$ cat src/design/dlac_pkg.sv
// Shared types and codes for the deadlock avoidance cycle check block.
// No dependencies.
`timescale 1ns / 1ps
package dlac_pkg;

  localparam logic [1:0] ACT_CLAIM   = 2'd0;
  localparam logic [1:0] ACT_HOLD    = 2'd1;
  localparam logic [1:0] ACT_REQUEST = 2'd2;

  localparam logic [1:0] ST_SETUP_DONE = 2'd0;
  localparam logic [1:0] ST_GRANTED    = 2'd1;
  localparam logic [1:0] ST_REFUSED    = 2'd2;

  localparam logic CFG_PROC_COUNT = 1'b0;
  localparam logic CFG_RES_COUNT  = 1'b1;

  typedef enum logic [1:0] {
    S_IDLE,
    S_SCAN,
    S_RESP
  } state_t;

  typedef struct packed {
    logic load;    // take the item at the input ports
    logic step;    // evaluate one process of the scan
    logic finish;  // scan converged, commit and set status
  } dlac_cmd_t;

  typedef struct packed {
    logic check_req; // item at the ports is an in-use request
    logic last;      // scan is at the last process in use
    logic changed;   // this pass removed some process so far
  } dlac_stat_t;

endpackage

$ cat src/design/deadlock_avoidance_cycle_check.sv
// Setup items go straight to a result; a request runs passes of the elimination scan,
//   one process per cycle over process_count processes, up to process_count + 1 passes.
// Intake: one item at a time; next item taken the cycle after the result is taken.
// Reset (rst_n, synchronous): graph cleared, counts set to 16 clamped to the parameters.
// Top level; depends on dlac_pkg, dlac_ctrl, dlac_datapath.
`timescale 1ns / 1ps
module deadlock_avoidance_cycle_check
  import dlac_pkg::*;
#(
  parameter int MAX_PROCESSES = 16,
  parameter int MAX_RESOURCES = 16
) (
  input  logic       clk,
  input  logic       rst_n,
  input  logic       cfg_we,
  input  logic       cfg_index,
  input  logic [4:0] cfg_wdata,
  input  logic       in_valid,
  output logic       in_ready,
  input  logic [1:0] in_action,
  input  logic [3:0] in_process_id,
  input  logic [3:0] in_resource_id,
  output logic       out_valid,
  input  logic       out_ready,
  output logic [1:0] out_status
);

  // A request is checked against the graph with the grant overlaid, not
  // written in: processes with no edge to a live process are peeled off
  // pass after pass; whatever survives a quiet pass lies on or waits on a cycle.
  // The graph is only written once the grant proves safe, so a refusal
  // needs no restore.
  dlac_cmd_t  cmd;
  dlac_stat_t stat;

  dlac_ctrl u_ctrl (
    .clk       (clk),
    .rst_n     (rst_n),
    .in_valid  (in_valid),
    .in_ready  (in_ready),
    .out_valid (out_valid),
    .out_ready (out_ready),
    .stat      (stat),
    .cmd       (cmd)
  );

  dlac_datapath #(
    .MAX_PROCESSES (MAX_PROCESSES),
    .MAX_RESOURCES (MAX_RESOURCES)
  ) u_dp (
    .clk            (clk),
    .rst_n          (rst_n),
    .cfg_we         (cfg_we),
    .cfg_index      (cfg_index),
    .cfg_wdata      (cfg_wdata),
    .in_action      (in_action),
    .in_process_id  (in_process_id),
    .in_resource_id (in_resource_id),
    .cmd            (cmd),
    .stat           (stat),
    .out_status     (out_status)
  );

  // A pending result blocks intake.
  a_no_overlap: assert property (@(posedge clk) disable iff (!rst_n)
    out_valid |-> !in_ready) else $error("intake open with result pending");

  // An accepted item closes intake next cycle.
  a_busy_after_accept: assert property (@(posedge clk) disable iff (!rst_n)
    (in_valid && in_ready) |=> !in_ready) else $error("intake open after accept");

  // Status is always a defined code.
  a_status_code: assert property (@(posedge clk) disable iff (!rst_n)
    out_valid |-> (out_status != 2'd3)) else $error("undefined status");

endmodule

$ cat src/design/dlac_ctrl.sv
// Controller state machine for the cycle check.
// Depends on dlac_pkg.
`timescale 1ns / 1ps
module dlac_ctrl
  import dlac_pkg::*;
(
  input  logic       clk,
  input  logic       rst_n,
  input  logic       in_valid,
  output logic       in_ready,
  output logic       out_valid,
  input  logic       out_ready,
  input  dlac_stat_t stat,
  output dlac_cmd_t  cmd
);

  state_t state_r, state_nxt;

  always_ff @(posedge clk) begin
    if (!rst_n) state_r <= S_IDLE;
    else        state_r <= state_nxt;
  end

  always_comb begin
    state_nxt  = state_r;
    cmd        = '0;
    in_ready   = 1'b0;
    out_valid  = 1'b0;
    unique case (state_r)
      S_IDLE: begin
        in_ready = 1'b1;
        if (in_valid) begin
          cmd.load  = 1'b1;
          state_nxt = stat.check_req ? S_SCAN : S_RESP;
        end
      end
      S_SCAN: begin
        cmd.step = 1'b1;
        if (stat.last && !stat.changed) begin
          cmd.finish = 1'b1;
          state_nxt  = S_RESP;
        end
      end
      S_RESP: begin
        out_valid = 1'b1;
        if (out_ready) state_nxt = S_IDLE;
      end
      default: state_nxt = S_IDLE;
    endcase
  end

endmodule

$ cat src/design/dlac_datapath.sv
// Graph state, counts and the process elimination scan.
// Depends on dlac_pkg.
`timescale 1ns / 1ps
module dlac_datapath
  import dlac_pkg::*;
#(
  parameter int MAX_PROCESSES = 16,
  parameter int MAX_RESOURCES = 16
) (
  input  logic       clk,
  input  logic       rst_n,
  input  logic       cfg_we,
  input  logic       cfg_index,
  input  logic [4:0] cfg_wdata,
  input  logic [1:0] in_action,
  input  logic [3:0] in_process_id,
  input  logic [3:0] in_resource_id,
  input  dlac_cmd_t  cmd,
  output dlac_stat_t stat,
  output logic [1:0] out_status
);

  localparam int OW  = $clog2(MAX_PROCESSES);
  localparam int RW  = $clog2(MAX_RESOURCES);
  localparam int PCW = $clog2(MAX_PROCESSES + 1);
  localparam int RCW = $clog2(MAX_RESOURCES + 1);

  logic [MAX_RESOURCES-1:0] claim_r [MAX_PROCESSES];
  logic [MAX_RESOURCES-1:0] held_r;
  logic [OW-1:0]            owner_r [MAX_RESOURCES];
  logic [MAX_PROCESSES-1:0] alive_r;
  logic [PCW-1:0]           pc_r;
  logic [RCW-1:0]           rc_r;
  logic [OW-1:0]            tp_r, scan_r;
  logic [RW-1:0]            tr_r;
  logic                     changed_r;
  logic [1:0]               status_r;

  logic                     in_use;
  logic [OW-1:0]            in_p;
  logic [RW-1:0]            in_r;
  logic [MAX_RESOURCES-1:0] row, edges;
  logic                     alive_new, chg_now, cycle;

  assign in_p   = OW'(in_process_id);
  assign in_r   = RW'(in_resource_id);
  assign in_use = (int'(in_process_id) < int'(pc_r)) && (int'(in_resource_id) < int'(rc_r));

  // Edges of the scanned process, with the tentative grant overlaid.
  always_comb begin
    row = claim_r[scan_r];
    if (scan_r == tp_r) row[tr_r] = 1'b0;
    for (int r = 0; r < MAX_RESOURCES; r++) begin
      if (RW'(r) == tr_r)
        edges[r] = row[r] && (r < int'(rc_r)) && alive_r[tp_r];
      else
        edges[r] = row[r] && (r < int'(rc_r)) && held_r[r] && alive_r[owner_r[r]];
    end
  end

  assign alive_new = alive_r[scan_r] && (|edges);
  assign chg_now   = alive_r[scan_r] && !alive_new;
  assign cycle     = |alive_r;

  assign stat.check_req = (in_action == ACT_REQUEST) && in_use;
  assign stat.last      = (PCW'(scan_r) == pc_r - PCW'(1));
  assign stat.changed   = changed_r || chg_now;
  assign out_status     = status_r;

  always_ff @(posedge clk) begin
    if (!rst_n) begin
      pc_r   <= PCW'(MAX_PROCESSES < 16 ? MAX_PROCESSES : 16);
      rc_r   <= RCW'(MAX_RESOURCES < 16 ? MAX_RESOURCES : 16);
      held_r <= '0;
      for (int i = 0; i < MAX_PROCESSES; i++) claim_r[i] <= '0;
      for (int i = 0; i < MAX_RESOURCES; i++) owner_r[i] <= '0;
    end else begin
      if (cfg_we) begin
        if (cfg_index == CFG_PROC_COUNT)
          pc_r <= (cfg_wdata == 5'd0) ? PCW'(1) :
                  (int'(cfg_wdata) > MAX_PROCESSES) ? PCW'(MAX_PROCESSES) : PCW'(cfg_wdata);
        else
          rc_r <= (cfg_wdata == 5'd0) ? RCW'(1) :
                  (int'(cfg_wdata) > MAX_RESOURCES) ? RCW'(MAX_RESOURCES) : RCW'(cfg_wdata);
      end
      if (cmd.load && in_use) begin
        if (in_action == ACT_CLAIM) claim_r[in_p][in_r] <= 1'b1;
        if (in_action == ACT_HOLD) begin
          held_r[in_r]  <= 1'b1;
          owner_r[in_r] <= in_p;
        end
      end
      if (cmd.finish && !cycle) begin
        claim_r[tp_r][tr_r] <= 1'b0;
        held_r[tr_r]        <= 1'b1;
        owner_r[tr_r]       <= tp_r;
      end
    end
  end

  always_ff @(posedge clk) begin
    if (cmd.load) begin
      tp_r      <= in_p;
      tr_r      <= in_r;
      scan_r    <= '0;
      changed_r <= 1'b0;
      for (int i = 0; i < MAX_PROCESSES; i++) alive_r[i] <= (i < int'(pc_r));
      status_r  <= (in_action == ACT_REQUEST) ? ST_REFUSED : ST_SETUP_DONE;
    end else if (cmd.step) begin
      alive_r[scan_r] <= alive_new;
      if (stat.last) begin
        scan_r    <= '0;
        changed_r <= 1'b0;
      end else begin
        scan_r    <= scan_r + OW'(1);
        changed_r <= stat.changed;
      end
      if (cmd.finish) status_r <= cycle ? ST_REFUSED : ST_GRANTED;
    end
  end

endmodule
$ cat config.mk
export PLATFORM = sky130hd
export DESIGN_NAME = deadlock_avoidance_cycle_check
export DESIGN_NICKNAME = d
export VERILOG_FILES = /design/src/design/dlac_pkg.sv /design/src/design/deadlock_avoidance_cycle_check.sv /design/src/design/dlac_ctrl.sv /design/src/design/dlac_datapath.sv
export SDC_FILE = /design/constraint.sdc
export NUM_CORES = 1
export LEC_CHECK = 0
export ABC_AREA = 1
export BUFFER_PORTS_ARGS = -buffer_cell sky130_fd_sc_hd__buf_2
export CAP_MARGIN = 40
export CORE_ASPECT_RATIO = 1.1
export CORE_UTILIZATION = 30
export DETAILED_ROUTE_END_ITERATION = 12
export PLACE_DENSITY = 0.45
export SYNTH_ARGS = -nofsm -noshare
export SYNTH_HDL_FRONTEND = slang
export SYNTH_SLANG_ARGS = --single-unit
$ cat constraint.sdc
create_clock -name clk -period 9.2 [get_ports clk]
set_input_delay 1.84 -clock clk [delete_from_list [all_inputs] [get_ports clk]]
set_output_delay 1.84 -clock clk [all_outputs]
set_load 0.05 [all_outputs]
-- Word level (Yosys, flattened, before mapping)
Memories as Yosys holds them, arrays and structs flattened. A register that Yosys moved wholly into a read port is not among the register bits.
Cells that the tools add are included.
W data, S select, Z words.
- register bits after elaboration: 59
- memory bits (writable): 320
- input port bits: 21
- output and inout port bits: 4
- logic and storage cells: 308
- memories kept: 2
- $add $sub $neg: 2
- $lt $le $gt $ge: 58
- equal/unequal tests: 24
- multiplexer cells: 113
- bitwise gates (word level): 5
- reductions and logical operators: 94
- memories (memory ; words ; bits a word ; read ports ; clocked after Yosys merged registers in ; write ports ; line ; text):
    u_dp.claim_r ; 16 ; 16 ; 1 ; 1 ; 16 ; dlac_datapath.sv:28 ; logic [MAX_RESOURCES-1:0] claim_r [MAX_PROCESSES];
    u_dp.owner_r ; 16 ; 4 ; 16 ; 0 ; 16 ; dlac_datapath.sv:30 ; logic [OW-1:0] owner_r [MAX_RESOURCES];
- operators by type and width (operator ; count):
    $mux W16 ; 13
    $lt A4 B5 Y1 const B ; 20
    $lt A4 B5 Y1 const A ; 16
    $logic_and A1 B1 Y1 ; 74
    $bmux W1 S4 ; 18
    $reduce_or A16 Y1 ; 4
    $mux W1 ; 56
    $lt A3 B5 Y1 const A ; 8
    $mux W4 ; 9
    $eq A4 B4 Y1 const A ; 8
    $or A16 B16 Y16 ; 2
    $lt A1 B5 Y1 const A ; 4
    $lt A2 B5 Y1 const A ; 4
    $mux W2 ; 10
    $and A16 B16 Y16 ; 1
    $bwmux W16 ; 1
    $eq A3 B4 Y1 const A ; 4
    $not A16 Y16 ; 1
    $demux W1 S4 ; 3
    $ge A4 B1 Y1 const B ; 3
    $lt A4 B5 Y1 ; 2
    $mux W5 ; 2
    $eq A2 B4 Y1 const A ; 2
    $reduce_or A4 Y1 ; 2
    20 further kinds ; 29

-- Logic depth before layout (Yosys ltp)
- word-level depth: 26
- depth in mapped cells: 27
- gate-level depth less buffers: 23

-- Hierarchy
Synthesis repeated with hierarchy kept, for this count alone.
- cell total of the unflattened synthesis: 3582
- area total of the unflattened synthesis: 22261.4 µm²
- by module, submodules not included (module ; instances ; cells each ; area each (µm²) ; seq. area each (µm²)):
    dlac_datapath ; 1 ; 3558 ; 22118.7 ; 8528.2
    dlac_ctrl ; 1 ; 24 ; 142.6 ; 40.0

-- Worst setup path before layout
Ideal clock, no wire load.
- kind: input -> register
- start point: in in_process_id[1]
- end point: mem u_dp.claim_r[0][5] (enable)
- library setup time: 0.293 ns
- arrival time: 4.136 ns
- required time: 8.907 ns
- slack: 4.770 ns
- cell stages on the path: 14
- buffers on the path: 2
- path through: ha_1 -> o21a_1 -> o21a_1 -> o21ai_1 -> nand2_1 -> a21oi_1 -> nand2_1 -> nor4_2 -> clkbuf_1 -> nand2_1 -> nand2_1 -> buf_2 -> nand3_1 -> nand2_1
- RTL lines (element ; line ; text):
    start: declaration ; deadlock_avoidance_cycle_check.sv:21 ; input logic [3:0] in_process_id,
    end: declaration ; dlac_datapath.sv:28 ;

==> flow_metrics.env <==
export IMPL_most_frequent_cells_in_the_layout="nand2_1, nor2_1, nand3_1, edfxtp_1, inv_1"
export IMPL_gpl_final_weighted_congestion=0.908
export IMPL_fp_row_count=107
export IMPL_seq_area_frac_synth_pct=47.2
export IMPL_finalHoldViolations=0
export IMPL_cp_launch_type="register"
export IMPL_wire_per_inst_um=21.9
export IMPL_routed_wirelength_mm=91.0
export IMPL_final_layout_size_suffix_gt1_share_pct=5.72
export IMPL_synth_cell_types=43
export IMPL_hpwlAfterDp_mm=57.6
export IMPL_yosysWarnings=0
export IMPL_worst_setup_path_type="reg -> reg"
export IMPL_yosys_register_bits=383
export IMPL_final_hold_worst_slack_ps=468
export IMPL_placeableCoreArea_mm2=0.0776
export IMPL_num_vias=22400
export IMPL_power_frac_comb_pct=17.3
export IMPL_vdd_ir_drop_max_mv=0.114
export IMPL_worst_hold_path_type="reg -> reg"
export IMPL_slew_limit_headroom_pct=39.5
export IMPL_min_path_cells=2
export IMPL_clkTransAtPathRegs_ps=60
export IMPL_grt_antenna_before_repair=1
export IMPL_floorplan_initialDensity_pct=30.4
export IMPL_r2r_cells=21
export IMPL_post_route_period_util_pct=70.1
export IMPL_synthFlopType="edfxtp_1"
export IMPL_post_drt_via_cell_ratio=5.39
export IMPL_power_density_mw_per_mm2=183
export IMPL_rsz0062_at_grt="no"
export IMPL_detailedRoute_firstPassIterationCount=7
export IMPL_synth_fp_nets=3229
export IMPL_timing_reg2reg_setup_slack_ps=2750
export IMPL_cts_root_buf="clkbuf_16"
export IMPL_worstHoldStart="u_dp.held_r[11]$_SDFF_PN0_"
export IMPL_power_net_switching_mw=1.50
export IMPL_first_pass_grt_wire_length_mm=137
export IMPL_crit_path_end_kind="register"
export IMPL_cts_tree="built"
export IMPL_grt_max_degree=88
export IMPL_chipHeight_um=296
export IMPL_totalNegativeSetupSlack_ps=0
export IMPL_timing_critical_path_required_ps=9630
export IMPL_insertion_delay_ps=620
export IMPL_p_int_mw=3.25
export IMPL_post_cts_setup_buffers=0
export IMPL_layout_nets=3105
export IMPL_capture_endpoint_of_the_worst_hold_path="u_dp.held_r[11]$_SDFF_PN0_"
export IMPL_number_of_enable_flip_flop_cells_after_synthesis=346
export IMPL_gr_total_overflow=0
export IMPL_count_of_input_and_output_buffers=24
export IMPL_area_growth_syn_to_layout_pct=10.3
export IMPL_fmaxAchievable_mhz=155
export IMPL_critical_path_peak_fanout=46
export IMPL_fin_worst_skew_ps=20.9
export IMPL_power_leakage_nw=10.1
export IMPL_num_io_pins=25
export IMPL_worst_endpoint_arrival_ps=6880
export IMPL_crit_reg2reg_capture="u_dp.claim_r[12][1]$_SDFFCE_PN0P_"
export IMPL_layout_commonest_cell="nand2_1"
export IMPL_die_area_mm2=0.0798
export IMPL_number_of_levels_in_the_clock_h_tree=2
export IMPL_post_cts_resize_count=0
export IMPL_grt_pass1_vias=21600
export IMPL_asyncSetResetFlopFracSynth_pct=0
export IMPL_post_route_drc_count=0
export IMPL_status="finished clean"
export IMPL_dieWidth_um=269
export IMPL_numClockSinks=383
export IMPL_share_seq_of_total_power_pct=43.3
export IMPL_syn_area_per_cell_um2=7.38
export IMPL_finalSetupViolCount=0
export IMPL_max_slew_worst_pin_slew_ps=906
export IMPL_grt_usage_pct=22.4
export IMPL_min_period_ps=6450
export IMPL_p_clk_share_pct=39.4
export IMPL_synth_cells=3196
export IMPL_cts_hold_repair_buffers=0
export IMPL_power_switching_fraction_pct=31.6
export IMPL_cts_buffer_depth=3
export IMPL_final_antenna_net_count=0
export IMPL_mappedNetlistArea_mm2=0.0236
export IMPL_timing_max_transition_violations_final=0
export IMPL_maxCapViolCount=0
export IMPL_cts_buffers_inserted=48
export IMPL_dr_first_iter_drc_count=2167
final cells by class:
| cell class | count | area (um2) |
|---|---|---|
| fillers | 8275 | 51600 |
| flip-flops and latches | 383 | 11100 |
| repair buffers | 74 | 768 |
| well taps | 1035 | 1290 |
| clock inverters | 22 | 200 |
| diodes | 1 | 2.50 |
| multi-input cells | 2363 | 10500 |
| inverters | 202 | 762 |
| clock buffers | 68 | 1330 |
sequential cells by signal, indices dropped and copies added, names as in the netlist, 2 cells and up, named ones only:
name and cells:
u_dp.held_r 16, u_dp.rc_r 5, u_dp.tp_r 4, u_dp.pc_r 5, u_dp.owner_r 64, u_dp.out_status 2
u_dp.tr_r 4, u_dp.claim_r 256, u_dp.alive_r 16, u_ctrl.state_r 2, u_dp.scan_r 4
synth_stat cells (3+ instances only):
library cell	n	share of area (%)
nor2_4	6	0.29
edfxtp_1	346	44
o21ai_2	3	0.11
o311ai_0	4	0.15
buf_1	4	0.064
o32ai_1	5	0.19
buf_4	21	0.67
clkinv_1	6	0.095
xnor2_1	5	0.19
buf_2	112	2.4
o221ai_1	17	0.63
o21ai_0	119	2.5
inv_2	14	0.22
nand3_1	512	11
nand2_1	884	14
o211ai_1	51	1.6
inv_1	181	2.9
a21oi_1	66	1.4
nand4_1	11	0.29
buf_6	6	0.29
o21ai_1	42	0.89
nor2_2	6	0.16
clkbuf_1	105	1.7
nor3_1	3	0.064
nor2_1	573	9.1
xor2_1	5	0.19
dfxtp_1	37	3.1
o31ai_1	9	0.29
ha_1	12	0.64
a211oi_1	3	0.095
nand2_2	3	0.080
o22ai_1	12	0.32
power by group through the flow:
stage	combinational, mW	clock [mW]	sequential (mW)
3_3_place_gp	0.795	0	2.09
6_report	0.825	1.87	2.06
2_1_floorplan	0.559	0	2.03
3_5_place_dp	0.816	0	2.09
4_1_cts	0.819	1.91	2.06
5_1_grt	0.900	1.96	2.07
worst max path at each step:
stage               cells past startpoint                                end              from  slack [ps]
floorplan                              14   u_dp.claim_r[0][5]$_SDFFCE_PN0P_  in_process_id[1]        4770
global placement                       21   u_dp.claim_r[1][3]$_SDFFCE_PN0P_          register        2260
detailed placement                     23  u_dp.claim_r[13][3]$_SDFFCE_PN0P_          register        2730
CTS                                    21  u_dp.claim_r[12][1]$_SDFFCE_PN0P_          register        2690
global route                           23  u_dp.claim_r[11][2]$_SDFFCE_PN0P_          register        2310
finish                                 21  u_dp.claim_r[12][1]$_SDFFCE_PN0P_          register        2750
per-stage QoR:
stage | utilization, % | power (mW) | cell area, um2 | instances | setup WS [ps]
2_1_floorplan | - | 2.59 | 23600 | 3196 | 4770
3_3_place_gp | 31.0 | 2.89 | 24100 | 4036 | 2260
3_5_place_dp | 31.6 | 2.91 | 24500 | 4057 | 2730
4_1_cts | 33.5 | 4.78 | 26000 | 4147 | 2690
5_1_grt | 33.5 | 4.93 | 26000 | 4147 | 2310
6_report | 33.5 | 4.76 | 26000 | 4148 | 2750
worst max-delay path, stage by stage, from the launching register on:
cell      delay (ps)
dfxtp_4          620
clkinv_2         720
buf_4            550
o21ai_0          250
o22ai_1          100
nand2_1           60
nand2_1           60
nor2_1           150
nor2_1           120
nand2_1           80
nand2_1           50
nor2_1           100
nand2_1           80
nor2_1           290
nand3_2          140
nand4_1          160
buf_4            360
o21ai_2          170
nor2_4           600
buf_4            580
nand2_1          640
nor2_1           300
kinds of logic after synthesis:
logic type	count (synthesis)	synth area share [%]
compound gates	335	8.34
xor+xnor	10	0.371
fa+ha+maj	12	0.636
buf+inv	450	8.29
flops	383	47.2
simple gates	2006	35.2
routing by layer:
layer / up-vias / wire, um / global-route usage [%]
li1: 10400 / - / -
met1: 10900 / 37800 / 28.2
met2: 898 / 44600 / 39.5
met3: 191 / 5650 / 2.65
met4: 0 / 2950 / 7.76
met5: - / 0 / 0
(Power assumes the default switching activity.)
